### src/hdl/mbe_pkg.sv
// Shared types and constants for the escape-time pixel block.
`timescale 1ns / 1ps
package mbe_pkg;

  // Register indexes on the configuration port
  localparam logic [2:0] REG_X_LOW          = 3'd0;
  localparam logic [2:0] REG_X_HIGH         = 3'd1;
  localparam logic [2:0] REG_Y_LOW          = 3'd2;
  localparam logic [2:0] REG_Y_HIGH         = 3'd3;
  localparam logic [2:0] REG_MAX_ITERATIONS = 3'd4;
  localparam logic [2:0] REG_IMAGE_WIDTH    = 3'd5;
  localparam logic [2:0] REG_IMAGE_HEIGHT   = 3'd6;

  // Register reset values
  localparam logic signed [31:0] RST_X_LOW  = -32'sd50331648;
  localparam logic signed [31:0] RST_X_HIGH = 32'sd16777216;
  localparam logic signed [31:0] RST_Y_LOW  = -32'sd33554432;
  localparam logic signed [31:0] RST_Y_HIGH = 32'sd33554432;
  localparam logic [15:0]        RST_MAX_ITERATIONS = 16'd500;
  localparam logic [12:0]        RST_IMAGE_WIDTH    = 13'd640;
  localparam logic [12:0]        RST_IMAGE_HEIGHT   = 13'd480;

  // Divider sizes
  localparam int DIV_N_W   = 44;
  localparam int DIV_D_W   = 16;
  localparam int DIV_CNT_W = $clog2(DIV_N_W);
  localparam logic [DIV_CNT_W-1:0] DIV_LAST = DIV_CNT_W'(DIV_N_W - 1);

  // Operand select for the shared divider
  typedef enum logic [1:0] {
    SEL_X,
    SEL_Y,
    SEL_GRAY
  } mbe_sel_t;

  typedef struct packed {
    logic     capture;
    logic     prod_load;
    logic     div_start;
    logic     coord_load;
    mbe_sel_t sel;
    logic     z_clear;
    logic     mul_load;
    logic     z_update;
    logic     gray_clear;
    logic     out_load;
  } mbe_cmd_t;

  typedef struct packed {
    logic div_done;
    logic at_limit;
    logic escaped;
    logic limit_zero;
  } mbe_sts_t;

endpackage

### src/hdl/mbe_ctrl.sv
// Controller: sequences mapping, iteration and gray scaling for one pixel.
`timescale 1ns / 1ps
module mbe_ctrl (
  input  logic              clk,
  input  logic              rst,
  input  logic              in_valid,
  output logic              in_ready,
  output logic              out_valid,
  input  logic              out_ready,
  input  mbe_pkg::mbe_sts_t sts,
  output mbe_pkg::mbe_cmd_t cmd
);

  typedef enum logic [3:0] {
    S_IDLE,
    S_PROD_X,
    S_DIV_X,
    S_WAIT_X,
    S_PROD_Y,
    S_DIV_Y,
    S_WAIT_Y,
    S_MUL,
    S_UPD,
    S_PROD_G,
    S_DIV_G,
    S_WAIT_G,
    S_DONE
  } state_t;

  state_t state, state_next;
  logic   out_free;

  assign in_ready = (state == S_IDLE);
  assign out_free = !out_valid || out_ready;

  always_comb begin
    cmd        = '0;
    cmd.sel    = mbe_pkg::SEL_X;
    state_next = state;
    case (state)
      S_IDLE: begin
        if (in_valid) begin
          cmd.capture = 1'b1;
          state_next  = S_PROD_X;
        end
      end
      S_PROD_X: begin
        cmd.prod_load = 1'b1;
        state_next    = S_DIV_X;
      end
      S_DIV_X: begin
        cmd.div_start = 1'b1;
        state_next    = S_WAIT_X;
      end
      S_WAIT_X: begin
        if (sts.div_done) begin
          cmd.coord_load = 1'b1;
          state_next     = S_PROD_Y;
        end
      end
      S_PROD_Y: begin
        cmd.sel       = mbe_pkg::SEL_Y;
        cmd.prod_load = 1'b1;
        state_next    = S_DIV_Y;
      end
      S_DIV_Y: begin
        cmd.sel       = mbe_pkg::SEL_Y;
        cmd.div_start = 1'b1;
        state_next    = S_WAIT_Y;
      end
      S_WAIT_Y: begin
        cmd.sel = mbe_pkg::SEL_Y;
        if (sts.div_done) begin
          cmd.coord_load = 1'b1;
          cmd.z_clear    = 1'b1;
          state_next     = S_MUL;
        end
      end
      S_MUL: begin
        if (sts.at_limit) begin
          state_next = S_PROD_G;
        end else begin
          cmd.mul_load = 1'b1;
          state_next   = S_UPD;
        end
      end
      S_UPD: begin
        if (sts.escaped) begin
          state_next = S_PROD_G;
        end else begin
          cmd.z_update = 1'b1;
          state_next   = S_MUL;
        end
      end
      S_PROD_G: begin
        cmd.sel = mbe_pkg::SEL_GRAY;
        if (sts.limit_zero) begin
          cmd.gray_clear = 1'b1;
          state_next     = S_DONE;
        end else begin
          cmd.prod_load = 1'b1;
          state_next    = S_DIV_G;
        end
      end
      S_DIV_G: begin
        cmd.sel       = mbe_pkg::SEL_GRAY;
        cmd.div_start = 1'b1;
        state_next    = S_WAIT_G;
      end
      S_WAIT_G: begin
        cmd.sel = mbe_pkg::SEL_GRAY;
        if (sts.div_done) begin
          cmd.coord_load = 1'b1;
          state_next     = S_DONE;
        end
      end
      S_DONE: begin
        if (out_free) begin
          cmd.out_load = 1'b1;
          state_next   = S_IDLE;
        end
      end
      default: begin
        state_next = S_IDLE;
      end
    endcase
  end

  always_ff @(posedge clk) begin
    if (rst) begin
      state     <= S_IDLE;
      out_valid <= 1'b0;
    end else begin
      state <= state_next;
      if (cmd.out_load) begin
        out_valid <= 1'b1;
      end else if (out_ready) begin
        out_valid <= 1'b0;
      end
    end
  end

endmodule

### config.mk
export PLATFORM = sky130hd
export DESIGN_NAME = mbe_ctrl
export DESIGN_NICKNAME = d
export VERILOG_FILES = /design/src/hdl/mbe_pkg.sv /design/src/hdl/mbe_ctrl.sv
export SDC_FILE = /design/constraint.sdc
export NUM_CORES = 1
export LEC_CHECK = 0
export BUFFER_PORTS_ARGS = -buffer_cell sky130_fd_sc_hd__clkbuf_2
export CELL_PAD_IN_SITES_DETAIL_PLACEMENT = 0
export CELL_PAD_IN_SITES_GLOBAL_PLACEMENT = 1
export CORE_MARGIN = 10
export CORE_UTILIZATION = 26
export DETAILED_ROUTE_END_ITERATION = 10
export GPL_TIMING_DRIVEN = 1
export PLACE_DENSITY_LB_ADDON = 0.1
export SYNTH_ARGS = -nofsm -noshare
export SYNTH_HDL_FRONTEND = slang
export SYNTH_SLANG_ARGS = --single-unit
export TNS_END_PERCENT = 5
### constraint.sdc
create_clock -name clk -period 1.25 [get_ports clk]
set_input_delay 0.25 -clock clk [delete_from_list [all_inputs] [get_ports clk]]
set_output_delay 0.25 -clock clk [all_outputs]
set_load 0.005 [all_outputs]
==> results of run 1 <==
worst max path at each step:
stage                     slack, ns       end  depth (start not counted)      from
final                         -0.26    cmd[5]                          5  state[3]
after global placement        -0.21  state[2]                          5  state[0]
after CTS                     -0.26    cmd[4]                          5  state[3]
after detailed placement      -0.19  state[0]                          5  state[0]
after global routing          -0.32   cmd[10]                          4  state[2]
after floorplan               -0.06  state[0]                          4  state[2]
critical path, stage by stage, from the launching register on:
cell      delay [ns]
dfxtp_4         0.37
buf_6           0.14
buf_4           0.14
a21oi_4         0.12
and2_1          0.14
clkbuf_2        0.11
logic make-up after synthesis:
logic type | synth area share, %
flops | 22.2
simple gates | 40.2
compound gates | 24.9
mux | 4.43
buf+inv | 8.31
cell usage in the layout (no fill, tap or decap), types with 3 or more instances in the layout:
master	netlist	layout
nor2_1	9	8
clkbuf_2	0	10
a21oi_1	4	3
buf_2	0	8
nand2b_1	5	4
buf_4	0	15
nand2_1	7	7
clkbuf_4	0	3
buf_6	1	10
dfxtp_4	0	4
sequential cells by signal (all words and copies together) (netlist names):
register,flops
out_valid,1
state,4
layout make-up:
cell class              instances  area [µm²]  share of cell area (%)
clock buffers                   4        26.3                    2.91
multi-input cells              53         407                    45.1
flip-flops and latches          5         115                    12.8
repair buffers                 43         315                    35.0
inverters                       4        17.5                    1.94
well taps                      17        21.3                    2.36
per-stage QoR:
stage	instances	setup TNS (ns)	power, µW
6_report	126	-2.99	1050
5_1_grt	126	-4.22	1130
4_1_cts	120	-2.64	881
3_5_place_dp	112	-1.30	628
3_3_place_gp	112	-1.32	633
2_1_floorplan	66	-0.177	429
per-layer routing:
metal	vias to the layer above	global-route usage [%]	wire length, µm
met2	17	15.7	903
met3	3	2.06	105
li1	323	-	-
met4	0	3.82	16
met1	294	10.4	718
met5	-	0	0
power groups by stage:
stage	sequential (µW)	combinational (µW)	clock (µW)
2_1_floorplan	206	223	0
3_3_place_gp	227	406	0
3_5_place_dp	225	403	0
4_1_cts	238	450	193
5_1_grt	259	672	202
6_report	251	613	189
timing repair:
| item | in CTS | in global routing |
|---|---|---|
| hold buffers | 0 | 0 |
| pin swaps | 3 | 6 |
| setup endpoints to repair | 16 | 16 |
| gates resized for setup | 19 | 28 |
| endpoints found under the hold margin | 0 | 0 |
| setup buffers | 4 | 6 |
| gates cloned | 0 | 0 |
==> metrics.cfg, run 1 <==
[cts]
htreeDepth=1
clkTransAtPathRegs_ns=0.04
cts_tree=yes
cts.sinks=5
clock_path_buffers=2
cts_made_buffers=3
clock_latency_ns=0.24
cts-root-buf=clkbuf_4

[sta]
worstMarginPinSlew_ns=0.237
max_freq_ghz=0.661
hold_viol_final=0
clock_skew_ns=0.00167
rsz0062_at_grt=true
drv_slew=0
period_share_pct=121
setup_viol=15
hold_ws_ns=0.278
fin_ws_ns=-0.262
layout_min_cycle_time_ns=1.51
relSlewSlack_pct=84.1

[final_layout]
drive_gt1_share_pct=57.8
nNetsFinal=118
num-fill-cells=176
antennaDiodeCount=0
synthToLayoutAreaGrowth_pct=99.7
fin_util_pct=53.4
final_area_um2=902

[worst_setup_path]
r2r-end=state[3]
start_kind=flip-flop
cp-end-kind=output port
crit_type=flip-flop to output port
required_ns=1.00
cp.arrival_ns=1.26
r2r_cells=6
setup.reg_to_reg.worst_slack_ns=-0.16
path_max_fanout=6
timing.rr.start=state[2]

[synthesis]
synth_edf_count=0
synthTopCellsByCount=nor2_1, nand2_1, dfxtp_1, nand2b_1
ys_ff_latch=5
postSynthCellCount=66
async_flop_share_pct=0
netlist_area_um2=452
synth_top_area_share_pct=22.2
syn-num-nets=74
yosysTopAreaCell=dfxtp_1
yosysMostFrequentCell=nor2_1
synth_cell_type_count=27
yosysSeqAreaShare_pct=22.2
ys.flop_type=dfxtp_1
ys_warn_count=0
synth_top_cells_by_area=dfxtp_1, nor2_1, nand2b_1, nand2_1, a21oi_1
syn_avg_cell_area_um2=6.84

[routing]
vias=637
ant_nets=0
wl_per_cell_um=13.8
viasPerCell=5.06
first_iter_violations=9
wl_um=1740
drt_pre_antenna_iters=4
drc=0

[power_and_ir_drop]
clkPwrFrac_pct=17.9
power.share.combinational_pct=58.2
switching_share_pct=35.9
p_per_area_nw_per_um2=1170
seq_power_share_pct=23.9
netSwitchingPower_uw=377
max-vdd-ir-drop_v=0.000624
p_int_uw=675
leakage_uw=0.000416

[placed_design]
post-place-ws_ns=-0.189
postPlaceCellArea_um2=648
detailed_place_hpwl_um=1190
place_congestion=0.726
portBuffers=20

[floorplanning]
start_util_pct=26.7
core-area_um2=1690
die_x_um=61.7
die_y_um=61.7
die_area_um2=3800
num_rows=15
io_pins=21

[grt]
overflow=0
track_usage_pct=9.09
grt_pass1_wl_um=2660
antenna_found_initial=0
grt_pass1_vias=615
grt_max_degree=10

[worst_hold_path]
min_from=rst
hold_class=primary input to flip-flop
hold-path-cell-count=2
whs_endpoint=state[3]

[outcome]
status=finished, violations left
violations=negative setup slack

[flow_run]
maxCapViolations=0

No activity file was read; power rests on OpenSTA's default activity.
==> inputs of run 2 (changes only) <==
--- a/config.mk
+++ b/config.mk
@@ -9,7 +9,7 @@
 export CELL_PAD_IN_SITES_DETAIL_PLACEMENT = 0
 export CELL_PAD_IN_SITES_GLOBAL_PLACEMENT = 1
 export CORE_MARGIN = 10
-export CORE_UTILIZATION = 26
+export CORE_UTILIZATION = 29
 export DETAILED_ROUTE_END_ITERATION = 10
 export GPL_TIMING_DRIVEN = 1
 export PLACE_DENSITY_LB_ADDON = 0.1
==> constraint.sdc (replaced) <==
create_clock -name clk -period 1.4 [get_ports clk]
set_input_delay 0.28 -clock clk [delete_from_list [all_inputs] [get_ports clk]]
set_output_delay 0.28 -clock clk [all_outputs]
set_load 0.005 [all_outputs]
==> run 2 against run 1 <==
- the flow still finishes with violations (negative setup slack)
- critical endpoint is now cmd[8]
- cell count down 4.8%
- clock skew is 0.00098 ns lower
- hold slack better by 0.017 ns
- global-route usage shrank 0.73 points
==> metrics.cfg, run 2 (synthesis gave the netlist of run 1 again) <==
[routing]
ant_nets=0  ; unchanged
wl_um=1440  ; -17%
routed.top_layer=met3
wl_met2_um=684  ; -24%
vias=606  ; -4.9%
wirelength_met1_um=663  ; -7.7%
drt_pre_antenna_iters=3  ; -1
drc=0  ; unchanged
first_iter_violations=10  ; +1
viasPerCell=5.05  ; -0.11%
wl_per_cell_um=12.0  ; -13%
met3_length_um=96  ; -8.6%

[sta]
hold_viol_final=0  ; unchanged
setup_viol=9  ; -6
clock_skew_ns=0.000688  ; -0.000982 ns
fin_ws_ns=-0.108  ; +0.154 ns
worstMarginPinSlew_ns=0.322  ; +0.0852 ns
period_share_pct=108
hold_ws_ns=0.295  ; +0.0169 ns
max_freq_ghz=0.663
relSlewSlack_pct=78.5  ; -5.6 points
drv_slew=0  ; unchanged
rsz0062_at_grt=true
layout_min_cycle_time_ns=1.51

[worst_setup_path]
timing.rr.start=state[3]
path_max_fanout=6  ; unchanged
required_ns=1.12  ; +0.12 ns
crit_path_start=state[3]
start_kind=flip-flop
cp.depth=4  ; -1
cp.arrival_ns=1.23  ; -0.03 ns
cp_num_buf_inv=3  ; unchanged
crit_chain=buf_6 -> buf_4 -> o31ai_4 -> buf_2
cpPeakStageDelay_ns=0.37  ; about the same
crit_type=flip-flop to output port
r2r-end=state[3]
crit_family=buffers and inverters
critPathCapture=cmd[8]
slowest_stage=dfxtp_4
cp-end-kind=output port
r2r_cells=6  ; unchanged
setup.reg_to_reg.worst_slack_ns=0.03  ; +0.19 ns

[cts]
cts-root-buf=clkbuf_4
cts_tree=yes
cts_made_buffers=3  ; unchanged
postCtsHoldBufs=0  ; unchanged
clock_latency_ns=0.24  ; about the same
cts.sinks=5  ; unchanged
clkTransAtPathRegs_ns=0.04  ; about the same
clock_path_buffers=2  ; unchanged
htreeDepth=1  ; unchanged

[grt]
grt_max_degree=9  ; -1
track_usage_pct=8.36  ; -0.73 points
grt_pass1_vias=586  ; -4.7%
antenna_found_initial=0  ; unchanged
overflow=0  ; unchanged
grt_pass1_wl_um=2440  ; -8.3%

[final_layout]
largest_reg_flops=4  ; unchanged
regMostFlops=state
fin_util_pct=53.7  ; +0.29 points
synthToLayoutAreaGrowth_pct=77.0
mostFrequentLayoutCells=clkbuf_2, buf_4, nor2_1
nNetsFinal=113  ; -4.2%
top_regs=state: 4 flops, out_valid: 1 flops
antennaDiodeCount=0  ; unchanged
drive_gt1_share_pct=51.0  ; -6.8 points

[floorplanning]
io_pins=21  ; unchanged
core-area_um2=1490  ; -12%
num_rows=14  ; -1
start_util_pct=30.3  ; +3.6 points
die_x_um=59.5  ; -3.6%
die_y_um=59.5  ; -3.6%
die_area_um2=3540  ; -7.1%

[placed_design]
detailed_place_hpwl_um=1120  ; -6.0%
place_congestion=0.760  ; +4.7%
portBuffers=20  ; unchanged

[outcome]
violations=negative setup slack
status=finished, violations left

[power_and_ir_drop]
total_power_uw=803  ; -24%
leakage_uw=0.000376  ; -9.5%
max-vdd-ir-drop_v=0.00107  ; +71%
p_per_area_nw_per_um2=1000  ; -14%

[flow_run]
maxCapViolations=0  ; unchanged

[worst_hold_path]
hold_class=primary input to flip-flop

-- run 2: changes by cell type in the layout (fill, tap and decap cells not counted), sizes merged --
cell	before	now
buf	33	23
clkbuf	14	19
-- run 2: report_power, final --
group	switching (µW)	leakage [µW]	internal [µW]	total [µW]
sequential	46.0	0.0000433	168	214
clock	57.7	0.0000150	108	165
combinational	192	0.000318	232	424
-- run 2: worst register-to-register path: cells and delay by family (launching register included) --
kind                   cells  cell delay [ns]
AND/OR/NAND/NOR            1             0.06
buffers and inverters      2             0.25
flip-flops                 1             0.39
AO/OA/AOI/OAI              3             0.60
-- run 2: per-layer routing --
metal,track usage (%),vias up
li1,-,313
met1,10.4,281
met2,12.3,12
met3,4.08,0
met4,2.30,0
met5,0,-
-- run 2: cell type report --
type                    count  area (µm²)
fillers                   161         689
multi-input cells          53         377
repair buffers             38         246
flip-flops and latches      5         113
clock buffers               4        26.3
well taps                  16        20.0
inverters                   4        17.5
-- run 2: per-stage QoR --
stage	setup TNS [ns]	cell area (µm²)	std cells	worst slack (ns)
2_1_floorplan	0	452	66	0.0487
3_3_place_gp	-0.120	617	107	-0.0522
3_5_place_dp	-0.147	617	107	-0.0664
4_1_cts	-0.813	749	119	-0.134
5_1_grt	-1.60	800	120	-0.189
6_report	-0.511	800	120	-0.108
-- run 2: how the worst min path moves through the flow --
stage | from | endpoint | slack, ns | cells after the start
4_1_cts | rst | state[3] | 0.30 | 2
6_report | rst | state[3] | 0.29 | 2
3_5_place_dp | out_valid | out_valid | 0.52 | 2
5_1_grt | rst | state[3] | 0.30 | 2
3_3_place_gp | out_valid | out_valid | 0.51 | 2
2_1_floorplan | rst | out_valid | 0.35 | 1
-- run 2: timing repair --
item                                    CTS  global route
endpoints found under the hold margin     0             0
endpoints found under the setup margin   15            15
gates cloned                              0             0
setup buffers                             8             1
pin swaps                                 1             2
resized for setup                        16            13
